$ cat src/rtl/uartrb_pkg.sv
// Shared types and constants of the UART ring buffer block.
`default_nettype none
package uartrb_pkg;

  // Item operation codes.
  typedef enum logic [1:0] {
    OP_RX_BYTE  = 2'd0,
    OP_RX_READ  = 2'd1,
    OP_TX_WRITE = 2'd2,
    OP_TX_READY = 2'd3
  } op_e;

  // Result status codes.
  typedef enum logic [2:0] {
    ST_OK          = 3'd0,
    ST_RX_OVERFLOW = 3'd1,
    ST_FRAME       = 3'd2,
    ST_OVERRUN     = 3'd3,
    ST_RX_EMPTY    = 3'd4,
    ST_TX_FULL     = 3'd5,
    ST_WOULD_BLOCK = 3'd6
  } status_e;

  // Bit positions in the latched receive error word.
  localparam int unsigned ErrFrameBit    = 0;
  localparam int unsigned ErrOverrunBit  = 1;
  localparam int unsigned ErrOverflowBit = 2;

  // Commands from the controller to the datapath.
  typedef struct packed {
    logic load;  // capture the accepted input item
    logic exec;  // apply the item to the rings and form the result
  } ctrl_cmd_t;

endpackage
`default_nettype wire

$ cat src/rtl/uartrb_ctrl.sv
// Controller state machine that sequences one item through the datapath.
`default_nettype none
module uartrb_ctrl import uartrb_pkg::*; (
  input  wire        clk_i,
  input  wire        rst_ni,
  input  wire        in_valid_i,
  output logic       in_ready_o,
  output logic       out_valid_o,
  input  wire        out_ready_i,
  output ctrl_cmd_t  cmd_o
);

  typedef enum logic [2:0] {
    S_IDLE = 3'b001,
    S_EXEC = 3'b010,
    S_RESP = 3'b100
  } state_e;

  state_e state_q, state_d;

  // Next-state logic.
  always_comb begin
    state_d = state_q;
    unique case (state_q)
      S_IDLE: begin
        if (in_valid_i) state_d = S_EXEC;
      end
      S_EXEC: begin
        state_d = S_RESP;
      end
      S_RESP: begin
        if (out_ready_i) state_d = S_IDLE;
      end
      default: state_d = S_IDLE;
    endcase
  end

  always_ff @(posedge clk_i or negedge rst_ni) begin
    if (!rst_ni) begin
      state_q <= S_IDLE;
    end else begin
      state_q <= state_d;
    end
  end

  // Handshake and command outputs.
  assign in_ready_o  = (state_q == S_IDLE);
  assign out_valid_o = (state_q == S_RESP);
  assign cmd_o.load  = (state_q == S_IDLE) && in_valid_i;
  assign cmd_o.exec  = (state_q == S_EXEC);

endmodule
`default_nettype wire

$ cat src/rtl/uartrb_datapath.sv
// Ring pointers, byte stores, error and watch flags, and the result register.
`default_nettype none
module uartrb_datapath import uartrb_pkg::*; #(
  parameter int unsigned RX_DEPTH = 64,
  parameter int unsigned TX_DEPTH = 64
) (
  input  wire        clk_i,
  input  wire        rst_ni,
  input  wire ctrl_cmd_t cmd_i,
  input  wire [1:0]  op_i,
  input  wire [7:0]  data_i,
  input  wire        frame_error_i,
  input  wire        data_overrun_i,
  input  wire        block_when_full_i,
  input  wire        cfg_we_i,
  input  wire [7:0]  cfg_wdata_i,
  output logic [7:0] watch_byte_o,
  output logic [2:0] status_o,
  output logic [7:0] data_out_o,
  output logic       data_valid_o,
  output logic       watch_seen_o,
  output logic       tx_request_o
);

  localparam int unsigned RxW = (RX_DEPTH > 1) ? $clog2(RX_DEPTH) : 1;
  localparam int unsigned TxW = (TX_DEPTH > 1) ? $clog2(TX_DEPTH) : 1;
  localparam logic [RxW-1:0] RxLast = RxW'(RX_DEPTH - 1);
  localparam logic [TxW-1:0] TxLast = TxW'(TX_DEPTH - 1);

  // Captured input item.
  op_e        op_q;
  logic [7:0] data_q;
  logic       fe_q, dor_q, blk_q;

  // Ring state.
  logic [RxW-1:0] rx_head_q, rx_head_d, rx_tail_q, rx_tail_d;
  logic [TxW-1:0] tx_head_q, tx_head_d, tx_tail_q, tx_tail_d;
  logic [2:0]     err_q, err_d;
  logic           watch_flag_q, watch_flag_d;
  logic           tx_en_q, tx_en_d;
  logic [7:0]     watch_byte_q;

  // Byte stores with registered read data.
  logic [7:0] rx_mem_q [RX_DEPTH];
  logic [7:0] tx_mem_q [TX_DEPTH];
  logic [7:0] rx_rd_q, tx_rd_q;

  // Result register.
  status_e status_q, status_d;
  logic    valid_q, valid_d;
  logic    pop_rx_q, pop_rx_d;

  logic [RxW-1:0] rx_head_nxt, rx_tail_nxt;
  logic [TxW-1:0] tx_head_nxt, tx_tail_nxt;
  logic           rx_empty, rx_full, tx_empty, tx_full;
  logic           rx_store_en, tx_store_en;

  // Pointer successors and ring conditions.
  assign rx_head_nxt = (rx_head_q == RxLast) ? '0 : rx_head_q + 1'b1;
  assign rx_tail_nxt = (rx_tail_q == RxLast) ? '0 : rx_tail_q + 1'b1;
  assign tx_head_nxt = (tx_head_q == TxLast) ? '0 : tx_head_q + 1'b1;
  assign tx_tail_nxt = (tx_tail_q == TxLast) ? '0 : tx_tail_q + 1'b1;
  assign rx_empty    = (rx_head_q == rx_tail_q);
  assign rx_full     = (rx_head_nxt == rx_tail_q);
  assign tx_empty    = (tx_head_q == tx_tail_q);
  assign tx_full     = (tx_head_nxt == tx_tail_q);
  assign rx_store_en = cmd_i.exec && (op_q == OP_RX_BYTE) && !rx_full;
  assign tx_store_en = cmd_i.exec && (op_q == OP_TX_WRITE) && !tx_full;

  // Item capture; the payload needs no reset.
  always_ff @(posedge clk_i) begin
    if (cmd_i.load) begin
      op_q   <= op_e'(op_i);
      data_q <= data_i;
      fe_q   <= frame_error_i;
      dor_q  <= data_overrun_i;
      blk_q  <= block_when_full_i;
    end
  end

  // Effect of one item on the rings and the result.
  always_comb begin
    rx_head_d    = rx_head_q;
    rx_tail_d    = rx_tail_q;
    tx_head_d    = tx_head_q;
    tx_tail_d    = tx_tail_q;
    err_d        = err_q;
    watch_flag_d = watch_flag_q;
    tx_en_d      = tx_en_q;
    status_d     = status_q;
    valid_d      = valid_q;
    pop_rx_d     = pop_rx_q;
    if (cmd_i.exec) begin
      status_d = ST_OK;
      valid_d  = 1'b0;
      pop_rx_d = 1'b0;
      unique case (op_q)
        OP_RX_BYTE: begin
          err_d = '0;
          err_d[ErrFrameBit]   = fe_q;
          err_d[ErrOverrunBit] = dor_q;
          if (!rx_full) begin
            rx_head_d = rx_head_nxt;
            if (data_q == watch_byte_q) watch_flag_d = 1'b1;
          end else begin
            err_d[ErrOverflowBit] = 1'b1;
            status_d = ST_RX_OVERFLOW;
          end
        end
        OP_RX_READ: begin
          if (rx_empty) begin
            status_d = ST_RX_EMPTY;
          end else begin
            rx_tail_d = rx_tail_nxt;
            valid_d   = 1'b1;
            pop_rx_d  = 1'b1;
            // Report the latest receive error by priority.
            priority if (err_q[ErrOverflowBit]) status_d = ST_RX_OVERFLOW;
            else if (err_q[ErrFrameBit])        status_d = ST_FRAME;
            else if (err_q[ErrOverrunBit])      status_d = ST_OVERRUN;
            else                                status_d = ST_OK;
          end
        end
        OP_TX_WRITE: begin
          if (tx_full) begin
            status_d = blk_q ? ST_WOULD_BLOCK : ST_TX_FULL;
          end else begin
            tx_head_d = tx_head_nxt;
            tx_en_d   = 1'b1;
          end
        end
        OP_TX_READY: begin
          if (!tx_empty) begin
            tx_tail_d = tx_tail_nxt;
            valid_d   = 1'b1;
          end else begin
            tx_en_d = 1'b0;
          end
        end
        default: ;
      endcase
    end
  end

  // Control state registers.
  always_ff @(posedge clk_i or negedge rst_ni) begin
    if (!rst_ni) begin
      rx_head_q    <= '0;
      rx_tail_q    <= '0;
      tx_head_q    <= '0;
      tx_tail_q    <= '0;
      err_q        <= '0;
      watch_flag_q <= 1'b0;
      tx_en_q      <= 1'b0;
      watch_byte_q <= '0;
      status_q     <= ST_OK;
      valid_q      <= 1'b0;
      pop_rx_q     <= 1'b0;
    end else begin
      rx_head_q    <= rx_head_d;
      rx_tail_q    <= rx_tail_d;
      tx_head_q    <= tx_head_d;
      tx_tail_q    <= tx_tail_d;
      err_q        <= err_d;
      watch_flag_q <= watch_flag_d;
      tx_en_q      <= tx_en_d;
      status_q     <= status_d;
      valid_q      <= valid_d;
      pop_rx_q     <= pop_rx_d;
      if (cfg_we_i) watch_byte_q <= cfg_wdata_i;
    end
  end

  // Receive store: write at the new head, read at the next tail.
  always_ff @(posedge clk_i) begin
    if (rx_store_en) rx_mem_q[rx_head_nxt] <= data_q;
    if (cmd_i.exec)  rx_rd_q <= rx_mem_q[rx_tail_nxt];
  end

  // Transmit store: write at the new head, read at the next tail.
  always_ff @(posedge clk_i) begin
    if (tx_store_en) tx_mem_q[tx_head_nxt] <= data_q;
    if (cmd_i.exec)  tx_rd_q <= tx_mem_q[tx_tail_nxt];
  end

  // Result fields.
  assign status_o     = status_q;
  assign data_valid_o = valid_q;
  assign data_out_o   = !valid_q ? 8'h00 : (pop_rx_q ? rx_rd_q : tx_rd_q);
  assign watch_seen_o = watch_flag_q;
  assign tx_request_o = tx_en_q;
  assign watch_byte_o = watch_byte_q;

  // A read of an empty receive ring pops nothing.
  a_rx_empty_read: assert property (@(posedge clk_i) disable iff (!rst_ni)
    cmd_i.exec && (op_q == OP_RX_READ) && rx_empty |=>
      (status_q == ST_RX_EMPTY) && !valid_q && $stable(rx_tail_q))
    else $error("empty rx read changed the ring or returned data");

  // Transmitter ready on an empty ring drops the request.
  a_tx_idle_clear: assert property (@(posedge clk_i) disable iff (!rst_ni)
    cmd_i.exec && (op_q == OP_TX_READY) && tx_empty |=> !tx_en_q && !valid_q)
    else $error("tx request not cleared on empty transmit ring");

  // A popped byte never comes with an empty or full status.
  a_valid_status: assert property (@(posedge clk_i) disable iff (!rst_ni)
    valid_q |-> (status_q != ST_RX_EMPTY) && (status_q != ST_TX_FULL) &&
                (status_q != ST_WOULD_BLOCK))
    else $error("popped byte reported with a failure status");

  // The watch flag is sticky.
  a_watch_sticky: assert property (@(posedge clk_i) disable iff (!rst_ni)
    !$fell(watch_flag_q))
    else $error("watch flag cleared outside reset");

  // Pointers move only while an item executes.
  a_ptr_hold: assert property (@(posedge clk_i) disable iff (!rst_ni)
    !cmd_i.exec |=> $stable(rx_head_q) && $stable(rx_tail_q) &&
                    $stable(tx_head_q) && $stable(tx_tail_q))
    else $error("ring pointer moved without an executing item");

endmodule
`default_nettype wire

$ cat src/rtl/uart_ring_buffers_with_watch_byte.sv
// Top level: UART receive and transmit ring buffers with a watch byte.
// Each item passes through three steps: accept, execute (ring update and store read),
// and present the result; the next item is accepted the cycle after the result
// transfer completes, so only one item is in flight at a time. The registered
// store read port sets the execute step.
// Reset (rst_ni low, asynchronous) empties both rings and clears all flags.
`default_nettype none
module uart_ring_buffers_with_watch_byte import uartrb_pkg::*; #(
  parameter int unsigned RX_DEPTH = 64,
  parameter int unsigned TX_DEPTH = 64
) (
  input  wire         clk_i,
  input  wire         rst_ni,
  // Input item stream.
  input  wire         s_axis_tvalid_i,
  output logic        s_axis_tready_o,
  input  wire  [15:0] s_axis_tdata_i,   // [7:0] data, [8] frame_error,
                                        // [9] data_overrun, [10] block_when_full
  input  wire  [1:0]  s_axis_tuser_i,   // [1:0] op
  // Result stream.
  output logic        m_axis_tvalid_o,
  input  wire         m_axis_tready_i,
  output logic [15:0] m_axis_tdata_o,   // [2:0] status, [10:3] data_out,
                                        // [11] data_valid, [12] watch_seen,
                                        // [13] tx_request
  // Configuration port.
  input  wire         psel,
  input  wire         penable,
  input  wire         pwrite,
  input  wire  [2:0]  paddr,
  input  wire  [31:0] pwdata,
  output logic [31:0] prdata,
  output logic        pready
);

  ctrl_cmd_t  cmd;
  logic [7:0] watch_byte;
  logic [2:0] status;
  logic [7:0] data_out;
  logic       data_valid, watch_seen, tx_request;
  logic       cfg_we;

  uartrb_ctrl u_ctrl (
    .clk_i       (clk_i),
    .rst_ni      (rst_ni),
    .in_valid_i  (s_axis_tvalid_i),
    .in_ready_o  (s_axis_tready_o),
    .out_valid_o (m_axis_tvalid_o),
    .out_ready_i (m_axis_tready_i),
    .cmd_o       (cmd)
  );

  uartrb_datapath #(
    .RX_DEPTH (RX_DEPTH),
    .TX_DEPTH (TX_DEPTH)
  ) u_datapath (
    .clk_i             (clk_i),
    .rst_ni            (rst_ni),
    .cmd_i             (cmd),
    .op_i              (s_axis_tuser_i),
    .data_i            (s_axis_tdata_i[7:0]),
    .frame_error_i     (s_axis_tdata_i[8]),
    .data_overrun_i    (s_axis_tdata_i[9]),
    .block_when_full_i (s_axis_tdata_i[10]),
    .cfg_we_i          (cfg_we),
    .cfg_wdata_i       (pwdata[7:0]),
    .watch_byte_o      (watch_byte),
    .status_o          (status),
    .data_out_o        (data_out),
    .data_valid_o      (data_valid),
    .watch_seen_o      (watch_seen),
    .tx_request_o      (tx_request)
  );

  // Register decode: the watch byte lives at addresses 0 to 3 (paddr[2] low).
  assign pready = 1'b1;
  assign cfg_we = psel && penable && pwrite && !paddr[2];
  assign prdata = !paddr[2] ? {24'h000000, watch_byte} : 32'h0000_0000;

  // Result packing.
  assign m_axis_tdata_o = {2'b00, tx_request, watch_seen, data_valid, data_out, status};

endmodule
`default_nettype wire

$ cat config.mk
export PLATFORM = sky130hd
export DESIGN_NAME = uart_ring_buffers_with_watch_byte
export DESIGN_NICKNAME = d
export VERILOG_FILES = /design/src/rtl/uartrb_pkg.sv /design/src/rtl/uartrb_ctrl.sv /design/src/rtl/uartrb_datapath.sv /design/src/rtl/uart_ring_buffers_with_watch_byte.sv
export SDC_FILE = /design/constraint.sdc
export NUM_CORES = 1
export LEC_CHECK = 0
export BUFFER_PORTS_ARGS = -buffer_cell sky130_fd_sc_hd__buf_2
export CORE_ASPECT_RATIO = 1.4
export CORE_MARGIN = 3
export CORE_UTILIZATION = 62
export DETAILED_ROUTE_END_ITERATION = 8
export PLACE_DENSITY_LB_ADDON = 0.08
export SYNTH_ARGS = -nofsm -noshare
export SYNTH_HDL_FRONTEND = slang
export SYNTH_SLANG_ARGS = --single-unit
$ cat constraint.sdc
create_clock -name clk_i -period 4.5 [get_ports clk_i]
set_clock_uncertainty 0.05 [all_clocks]
set_input_delay 0.45 -clock clk_i [delete_from_list [all_inputs] [get_ports clk_i]]
set_output_delay 0.45 -clock clk_i [all_outputs]
set_load 0.05 [all_outputs]
# Word-level counts from Yosys, hierarchy flattened
# Memories as Yosys holds them, arrays and structs flattened. A register that Yosys moved wholly into a read port is not among the register bits.
# Index checks and enable logic that the tools add are counted.
# op_classes
n_addsub	4
eq_ne	19
muxes	30
n_bitwise	4
n_reduce_logical	21
# ops
operator	count
$add A6 B1 Y6 const B	4
$eq A6 B6 Y1	4
$eq A6 B6 Y1 const B	4
$mux W6	4
$mux W8	3
$mux W3	6
$pmux W3 S3	2
$reduce_and A3 Y1	4
$mux W1	11
$eq A8 B8 Y1	1
$logic_and A1 B1 Y1	8
$reduce_and A4 Y1	2
$eq A2 B2 Y1 const B	2
$mux W2	2
$ne A2 B1 Y1 const B	2
$ne A2 B2 Y1 const B	2
$not A1 Y1	4
$pmux W1 S2	2
$reduce_and A2 Y1	2
$eq A3 B1 Y1 const B	1
$eq A3 B2 Y1 const B	1
$eq A3 B3 Y1 const B	1
$logic_not A1 Y1	3
$eq A2 B1 Y1 const B	1
2 further kinds	2
# word_totals
regBits	58
mem_bits_rw	1024
in_bits	60
out_inout_bits	51
elab_cells	97
mem_count	2
# memory_table
memory	words	word_bits	rd	rd_ports_with_merged_regs	wr	line_no	source
u_datapath.rx_mem_q	64	8	1	1	1	uartrb_datapath.sv:44	logic [7:0] rx_mem_q [RX_DEPTH];
u_datapath.tx_mem_q	64	8	1	1	1	uartrb_datapath.sv:45	logic [7:0] tx_mem_q [TX_DEPTH];

# Longest topological paths before layout
# Gate-level depths: netlist (run 1).
# depth
word_depth	7
depth_mapped	12

# Cells and area by module
# From an unflattened synthesis (run 1), not the netlist that was laid out.
# hier_totals
hier_cells	3474
hier_area_um2	44587.8
# modules_own_cells
mod	n_inst	cells_per_inst	area_each_um2
uartrb_datapath	1	3421	44118.6
uart_ring_buffers_with_watch_byte	1	41	312.8
uartrb_ctrl	1	12	156.4

# Worst setup path after synthesis (run 1)
# OpenSTA, ideal clock, no wires.
# synth_timing
kind	reg-to-reg
startpoint	reg u_datapath.tx_head_q[1]
endpoint	mem u_datapath.tx_mem_q[15][0], enable pin
setup_time_ns	0.383
arrival_ns	2.776
slack_ns	1.290
path_stages_with_launch	13
cell_sequence	dfrtp_1 > ha_1 > buf_2 > and2_1 > clkbuf_1 > o211ai_1 > a21oi_1 > xor2_1 > a21oi_1 > buf_2 > buf_2 > nand2_1 > nor3_1
# synth_between
elab_chain_cells	7
word_cells_on_any_way	8
# synth_lines
item	line_no	source
start, declared	uartrb_datapath.sv:37	logic [TxW-1:0] tx_head_q, tx_head_d, tx_tail_q, tx_tail_d;
start signal, assigned	uartrb_datapath.sv:162	tx_head_q <= tx_head_d;
$add A6 B1 Y6 or $eq A6 B6 Y1 (tied branches)	uartrb_datapath.sv:61	assign tx_head_nxt = (tx_head_q == TxLast) ? '0 : tx_head_q + 1'b1;
$mux W6 (*)	uartrb_datapath.sv:61	
$eq A6 B6 Y1	uartrb_datapath.sv:66	assign tx_full = (tx_head_nxt == tx_tail_q);
$logic_not A1 Y1	uartrb_datapath.sv:68	assign tx_store_en = cmd_i.exec && (op_q == OP_TX_WRITE) && !tx_full;
$logic_and A1 B1 Y1	uartrb_datapath.sv:68	
$mux W1	uartrb_datapath.sv:182	if (tx_store_en) tx_mem_q[tx_head_nxt] <= data_q;
$mux W1 (not written as such)	uartrb_datapath.sv:182	
end, declared	uartrb_datapath.sv:45	
# Mark *: on every way between the ends. The rest lies on a longest branch, timed or not.

# Worst setup path after layout (run 1)
# layout_timing
startpoint	reg u_datapath.rx_head_q[0]
endpoint	mem u_datapath.rx_mem_q[36][7], enable pin
# layout_between
elab_chain_cells	7
word_cells_on_any_way	8
# layout_lines
item	line_no	source
start, declared	uartrb_datapath.sv:36	logic [RxW-1:0] rx_head_q, rx_head_d, rx_tail_q, rx_tail_d;
start signal, assigned	uartrb_datapath.sv:160	rx_head_q <= rx_head_d;
$add A6 B1 Y6 or $eq A6 B6 Y1 (tied branches)	uartrb_datapath.sv:59	assign rx_head_nxt = (rx_head_q == RxLast) ? '0 : rx_head_q + 1'b1;
$mux W6 (*)	uartrb_datapath.sv:59	
$eq A6 B6 Y1	uartrb_datapath.sv:64	assign rx_full = (rx_head_nxt == rx_tail_q);
$logic_not A1 Y1	uartrb_datapath.sv:67	assign rx_store_en = cmd_i.exec && (op_q == OP_RX_BYTE) && !rx_full;
$logic_and A1 B1 Y1	uartrb_datapath.sv:67	
$mux W1	uartrb_datapath.sv:176	if (rx_store_en) rx_mem_q[rx_head_nxt] <= data_q;
$mux W1 (not written as such)	uartrb_datapath.sv:176	
end, declared	uartrb_datapath.sv:44	
# Marked as above.

==> results of run 1 <==
==> worst register-to-register path: cells and delay by family (launching register included) <==
family / cells / cell delay, ns
simple gates: 4 / 1.59
compound gates: 1 / 0.59
flops: 1 / 0.51
xor+xnor: 2 / 0.51
fa+ha+maj: 1 / 0.36
==> through the flow <==
step | cells | worst slack (ns) | hold slack, ns | utilization, % | cell area, sq um
final | 4527 | 0.567 | 0.418 | 69.8 | 49300
after global routing | 4526 | 0.383 | 0.440 | 69.8 | 49300
after floorplan | 3504 | 1.29 | 0.104 | - | 44500
after global placement | 4320 | 0.722 | 0.399 | 64.8 | 45800
after detailed placement | 4320 | 0.661 | 0.405 | 64.8 | 45800
after CTS | 4526 | 0.638 | 0.351 | 69.8 | 49300
==> cells in the mapped netlist, types with 23 or more instances <==
cell type,number,area share [%]
a31oi_1,72,1.0
nand2_1,1004,8.5
nor2_1,153,1.3
buf_2,32,0.36
xor2_1,24,0.47
nor2b_1,23,0.32
edfxtp_1,1053,71
mux2i_1,41,0.92
nand4_1,104,1.5
clkbuf_1,166,1.4
a32oi_1,33,0.65
nand3_1,471,5.3
xnor2_1,24,0.47
buf_4,31,0.52
dfrtp_1,44,2.5
==> cell families after synthesis <==
kind of cell / synth area share [%]
adder cells (fa/ha/maj): 0.113
flip-flops: 73.8
XOR/XNOR: 0.984
AND/OR/NAND/NOR: 17.8
AO/OA/AOI/OAI: 3.47
buffers and inverters: 2.50
multiplexers: 1.36
other: 0.0169
==> where the power goes <==
part,internal [mW],switching [mW]
Combinational,1.98,5.16
Clock,4.98,3.60
Sequential,11.9,0.283
Total,18.8,9.05
==> metal layers <==
layer | global-route usage, % | share of wire (%)
met1 | 35.9 | 36
met2 | 51.0 | 51
met3 | 3.83 | 7.2
met4 | 15.4 | 5.8
met5 | 0 | 0
==> layout make-up <==
type                    instances  area [sq um]  area share [%]
flip-flops and latches       1098         32700            66.4
multi-input cells            2155         10700            21.7
clock buffers                 116          2670            5.41
repair buffers                148          1350            2.74
well taps                     936          1170            2.37
clock inverters                66           664            1.35
inverters                       7          26.3          0.0532
diodes                          1          2.50         0.00507
==> sequential cells by signal (all words and copies together) (netlist names), 6 cells and up <==
signal,cells
u_datapath.rx_mem_q,512
u_datapath.tx_mem_q,512
u_datapath.data_q,8
u_datapath.rx_rd_q,8
u_datapath.tx_rd_q,8
u_datapath.watch_byte_o,8
u_datapath.rx_head_q,6
u_datapath.rx_tail_q,6
u_datapath.tx_head_q,6
u_datapath.tx_tail_q,6
==> final timing paths <==
| check | from | to | slack [ns] | cells past startpoint |
|---|---|---|---|---|
| setup / recovery | u_datapath.rx_head_q[0] | u_datapath.rx_mem_q[36][7] | 0.57 | 8 |
| hold / removal | u_datapath.fe_q | u_datapath.err_q[0] | 0.42 | 2 |
| setup reg to reg | u_datapath.rx_head_q[0] | u_datapath.rx_mem_q[36][7] | 0.57 | 8 |
| hold reg to reg | u_datapath.fe_q | u_datapath.err_q[0] | 0.42 | 2 |
| max in group asynchronous | rst_ni | u_datapath.rx_tail_q[5] | 3.26 | 2 |
| min in group asynchronous | rst_ni | u_ctrl.state_q[1] | 0.49 | 2 |
==> timing repair <==
item,in CTS,in global routing
hold buffers,24,0
gates resized for setup,0,0
hold endpoints to repair,67,0
==> flow_summary.yaml, run 1 <==
outcome:
  outcome: "finished clean"
cells_and_area:
  layout_common_cells: "1053 x edfxtp_1, 1004 x nand2_1, 471 x nand3_1"
  nets: 3573
  synthToLayoutAreaGrowth_pct: 11.2
  fill_cells: 4806
  layout_commonest_cell: "edfxtp_1"
  drive_gt1_share_pct: 8.69
global_route:
  gr-total-overflow: 0
  antenna_found_initial: 1
  grt_pass1_vias: 27000
  grtUsageTotal_pct: 29.3
  grt_max_degree: 130
  grt_pass1_wl_mm: 163
drt:
  firstDrtPassIters: 7
  drt_wl_total_mm: 110
  routed-via-count: 28000
  drt_iter0_drc: 3140
  viasPerCell: 6.18
  drc_errors: 0
  antenna_left: 0
  routedWlPerCell_microns: 24.3
clock_network:
  cts.sinks: 1098
  cts-root-buf: "clkbuf_16"
  cts_tree: "built"
  cts_max_level: 3
  clk_pin_slew_ns: 0.06
  cts.path.max_buffers: 3
  postCtsSetupRepairBufs: 0
  insertion_delay_ns: 0.66
  cts_buffers: 99
worst_setup_path:
  cp_slowest_stage_delay_ns: 0.60
  worstPathRequired_ns: 4.78
  path_max_fanout: 17
  critPathKind: "flop to flop"
  slowest_stage: "nand3b_1"
  crit_buf_inv: 0
  cp-end-kind: "flop"
  critical_path.startpoint_type: "flop"
  crit_family: "simple AND/OR/NAND/NOR gates"
  cp.arrival_ns: 4.21
  crit_chain: "ha_1, nand3_1, xor2_1, xnor2_1, or4_4, o31ai_4, nand3b_1, nor2_1"
sta:
  slew_headroom_pct: 25.6
  min_period_ns: 3.93
  tightest_slew_ns: 1.12
  rsz0062_at_grt: "false"
  maxSlewViolCount: 0
  max_freq_mhz: 254
  setup_violations: 0
  min_period_over_period_pct: 87.4
  fin_tns_setup_ns: 0
  timing_hold_violations_final: 0
power:
  power_density_nw_per_um2: 565
  irDropWorstVdd_mv: 0.548
  power.total_mw: 27.9
  p_leak_nw: 16.7
place:
  hpwl_mm: 66.1
  port_buffers: 52
  place_congestion: 0.883
yosys:
  synth.avg_cell_area_sq_um: 12.8
  syn_area_sq_um: 44400
  ys_seq_area_share_pct: 73.8
  ys_types: 66
  synth_seq_cells: 1098
  yosysWarnings: 0
  synth_cells: 3479
  synth-async-reset-ratio_pct: 4.10
  synth_flop_cell: "edfxtp_1"
  synth_edf_count: 1053
flow_run:
  cap_viol_max_count: 0
floorplan:
  die_x_microns: 232
  core-area_sq_um: 70600
  initial_core_util_pct: 62.8
  die-height_microns: 323
  rows: 115
  die_area_sq_um: 74900
  ios: 111
worst_hold_path:
  hp-class: "flop to flop"
Note: power is estimated with default switching activity, not from simulation.
==> run 2, diff against run 1 <==
Settings changed: ABC_AREA set to 1, CORE_UTILIZATION 62 to 63, SKIP_CTS_REPAIR_TIMING set to 1.
==> run 2 against run 1 <==
  * The run now ends with hold timing left
  * Area after synthesis increased by 9.8%
  * Total power increased by 2.4%
  * Synthesized cell count grew 31%
  * Global-route usage is 0.41 points higher
  * Hold slack worse by 0.44 ns
  * Setup slack better by 0.40 ns
  * Critical path depth up 4
  * Final area rose by 8.3%
  * Non-clock buffer count up 13
  * Critical path type unchanged
  * Critical endpoint is now u_datapath.tx_mem_q[52][4]
  * Largest power group unchanged
==> flow_summary.yaml, run 2 <==
sta:
  max_freq_mhz: 283
  slew_headroom_pct: 30.5
  tightest_slew_ns: 1.04
  fin_hold_ws_ns: -0.0202
  min_period_over_period_pct: 78.6
  fin_tns_setup_ns: 0
  timing_hold_violations_final: 3
  rsz0062_at_grt: "false"
  maxSlewViolCount: 0
  min_period_ns: 3.54
  setup_violations: 0
global_route:
  grt_pass1_wl_mm: 181
  grt.busiest_layer: "met2"
  antenna_found_initial: 1
  grt.met1_usage_pct: 36.2
  grt_pass1_vias: 31800
  use_met3_pct: 3.59
  gr-total-overflow: 0
  use_met2_pct: 51.0
  grt_max_degree: 161
  grtUsageTotal_pct: 29.7
power:
  swShare_pct: 33.9
  switching_power_mw: 9.69
  power_density_nw_per_um2: 534
  seqPwrFrac_pct: 42.3
  p_comb_share_pct: 27.6
  p_clk_share_pct: 30.1
  irDropWorstVdd_mv: 0.766
  internal_power_mw: 18.9
  p_leak_nw: 20.8
cells_and_area:
  regArea_sq_um: 32700
  synthToLayoutAreaGrowth_pct: 9.66
  drive_gt1_share_pct: 7.09
  fill_cells: 5457
  nets: 4611
  design_area_sq_um: 53500
  layout_common_cells: "1075 x nand2_1, 1053 x edfxtp_1, 1046 x nand3_1"
  num_antenna_cells: 0
  largest_registers: "u_datapath.rx_mem_q: 512 flops, u_datapath.tx_mem_q: 512 flops"
  instances_no_fill: 5604
  layout_commonest_cell: "nand2_1"
  multi_input_area_sq_um: 13100
drt:
  drc_errors: 0
  antenna_left: 0
  drt_wl_total_mm: 120
  viasPerCell: 5.85
  routedWlPerCell_microns: 21.4
  firstDrtPassIters: 6
  drt_iter0_drc: 2914
  routed-via-count: 32800
floorplan:
  ios: 111
  die_x_microns: 241
  core-area_sq_um: 76600
  die-height_microns: 335
  initial_core_util_pct: 63.7
  rows: 120
  die_area_sq_um: 80800
clock_network:
  cts_tree: "built"
  cts_max_level: 3
  cts-root-buf: "clkbuf_16"
  insertion_delay_ns: 0.67
  clk_pin_slew_ns: 0.07
  cts_buffers: 98
  cts.sinks: 1098
  cts.path.max_buffers: 3
worst_hold_path:
  hold_depth: 4
  hp-class: "input port to flop"
worst_setup_path:
  critPathKind: "flop to flop"
  cp.arrival_ns: 3.78
  path_max_fanout: 10
  worstPathRequired_ns: 4.74
  cp-end-kind: "flop"
  r2r_cells: 12
  critical_path.startpoint_type: "flop"
yosys:
  ys_seq_area_share_pct: 67.2
  synth_most_common_cell: "nand2_1"
  synth_top_area_cell: "edfxtp_1"
  synth_flop_cell: "edfxtp_1"
  ys_top_cells_by_area: "edfxtp_1 65%, nand3_1 11%, nand2_1 8.3%, nand3b_1 3.9%, inv_1 3.5%"
  netlist_top_cells_count: "1077 x nand2_1, 1053 x edfxtp_1, 1046 x nand3_1, 448 x inv_1, 256 x nand3b_1"
  yosys.area.top_type_share_pct: 64.9
  synth-async-reset-ratio_pct: 4.10
  synth.avg_cell_area_sq_um: 10.7
  synth_edf_count: 1053
  synth_seq_cells: 1098
  syn_area_sq_um: 48700
  ys_types: 40
  yosysWarnings: 0
  synth_cells: 4565
place:
  port_buffers: 52
  place_congestion: 0.906
  place_inst: 5406
  hpwl_mm: 69.1
  dpl_cell_area_sq_um: 50000
outcome:
  outcome: "finished, violations left"
  violations: "hold timing"
flow_run:
  cap_viol_max_count: 0
run 2: cell count changes after synthesis, sizes merged, moves of 24 or more:
cell / change
a31oi: -72
a32oi: -33
buf: +104
clkbuf: -44
inv: +444
mux2i: -41
nand2: +84
nand3: +578
nand3b: +251
nand4: -85
nor2: +42
o21ai: +24
run 2: final timing paths:
path / from / end / slack, ns
hold / removal: m_axis_tready_i / u_ctrl.state_q[2] / -0.02
min in group asynchronous: rst_ni / u_datapath.watch_byte_o[7] / 0.40
max in group asynchronous: rst_ni / u_datapath.status_o[2] / 3.52
setup reg to reg: u_datapath.tx_head_q[0] / u_datapath.tx_mem_q[52][4] / 0.96
setup / recovery: u_datapath.tx_head_q[0] / u_datapath.tx_mem_q[52][4] / 0.96
hold reg to reg: u_datapath.fe_q / u_datapath.err_q[0] / 0.42
run 2: power by group through the flow:
stage,combinational [mW],clock (mW),sequential [mW]
3_5_place_dp,7.77,0,12.3
2_1_floorplan,4.89,0,12.5
4_1_cts,7.81,8.68,12.1
6_report,7.88,8.59,12.1
3_3_place_gp,7.65,0,12.3
5_1_grt,8.53,9.10,12.1
run 2: metal layers:
layer  vias up  wire [microns]
met5         -              13
met4         2            7230
met3       314            8070
met2      1291           60400
met1     15700           43900
li1      15500               -
run 2: kinds of logic after synthesis:
family / synth area share (%)
adder cells (fa/ha/maj): 0.103
AND/OR/NAND/NOR: 25.3
flip-flops: 67.2
buffers and inverters: 6.39
other: 0.0154
XOR/XNOR: 0.341
AO/OA/AOI/OAI: 0.678
run 2: cell type report:
type                       instances  share of cell area (%)
timing repair buffer             161                    2.59
clock buffer                     125                    4.91
clock inverter                    56                    1.25
inverter                         457                    3.25
multi-input combinational       2731                    24.4
sequential                      1098                    61.3
tap                              976                    2.28
run 2: worst max-delay path, stage by stage (launching register included):
cell	delay, ns
dfrtp_1	0.53
ha_1	0.25
nand2_1	0.09
nor2_1	0.18
nand2_1	0.12
nand3_1	0.26
nand2_1	0.08
nand3_1	0.10
nor2_1	0.07
nand2_2	0.18
nand4_1	0.35
buf_4	0.32
nor2_1	0.57
run 2: stage by stage:
stage                     util [%]  worst slack, ns  power (mW)
after floorplan                  -             1.51        17.4
after global placement        65.3             1.04        19.9
after detailed placement      65.3            0.935        20.1
after CTS                     69.6            0.914        28.6
after global routing          69.8            0.732        29.7
final                         69.8            0.964        28.5
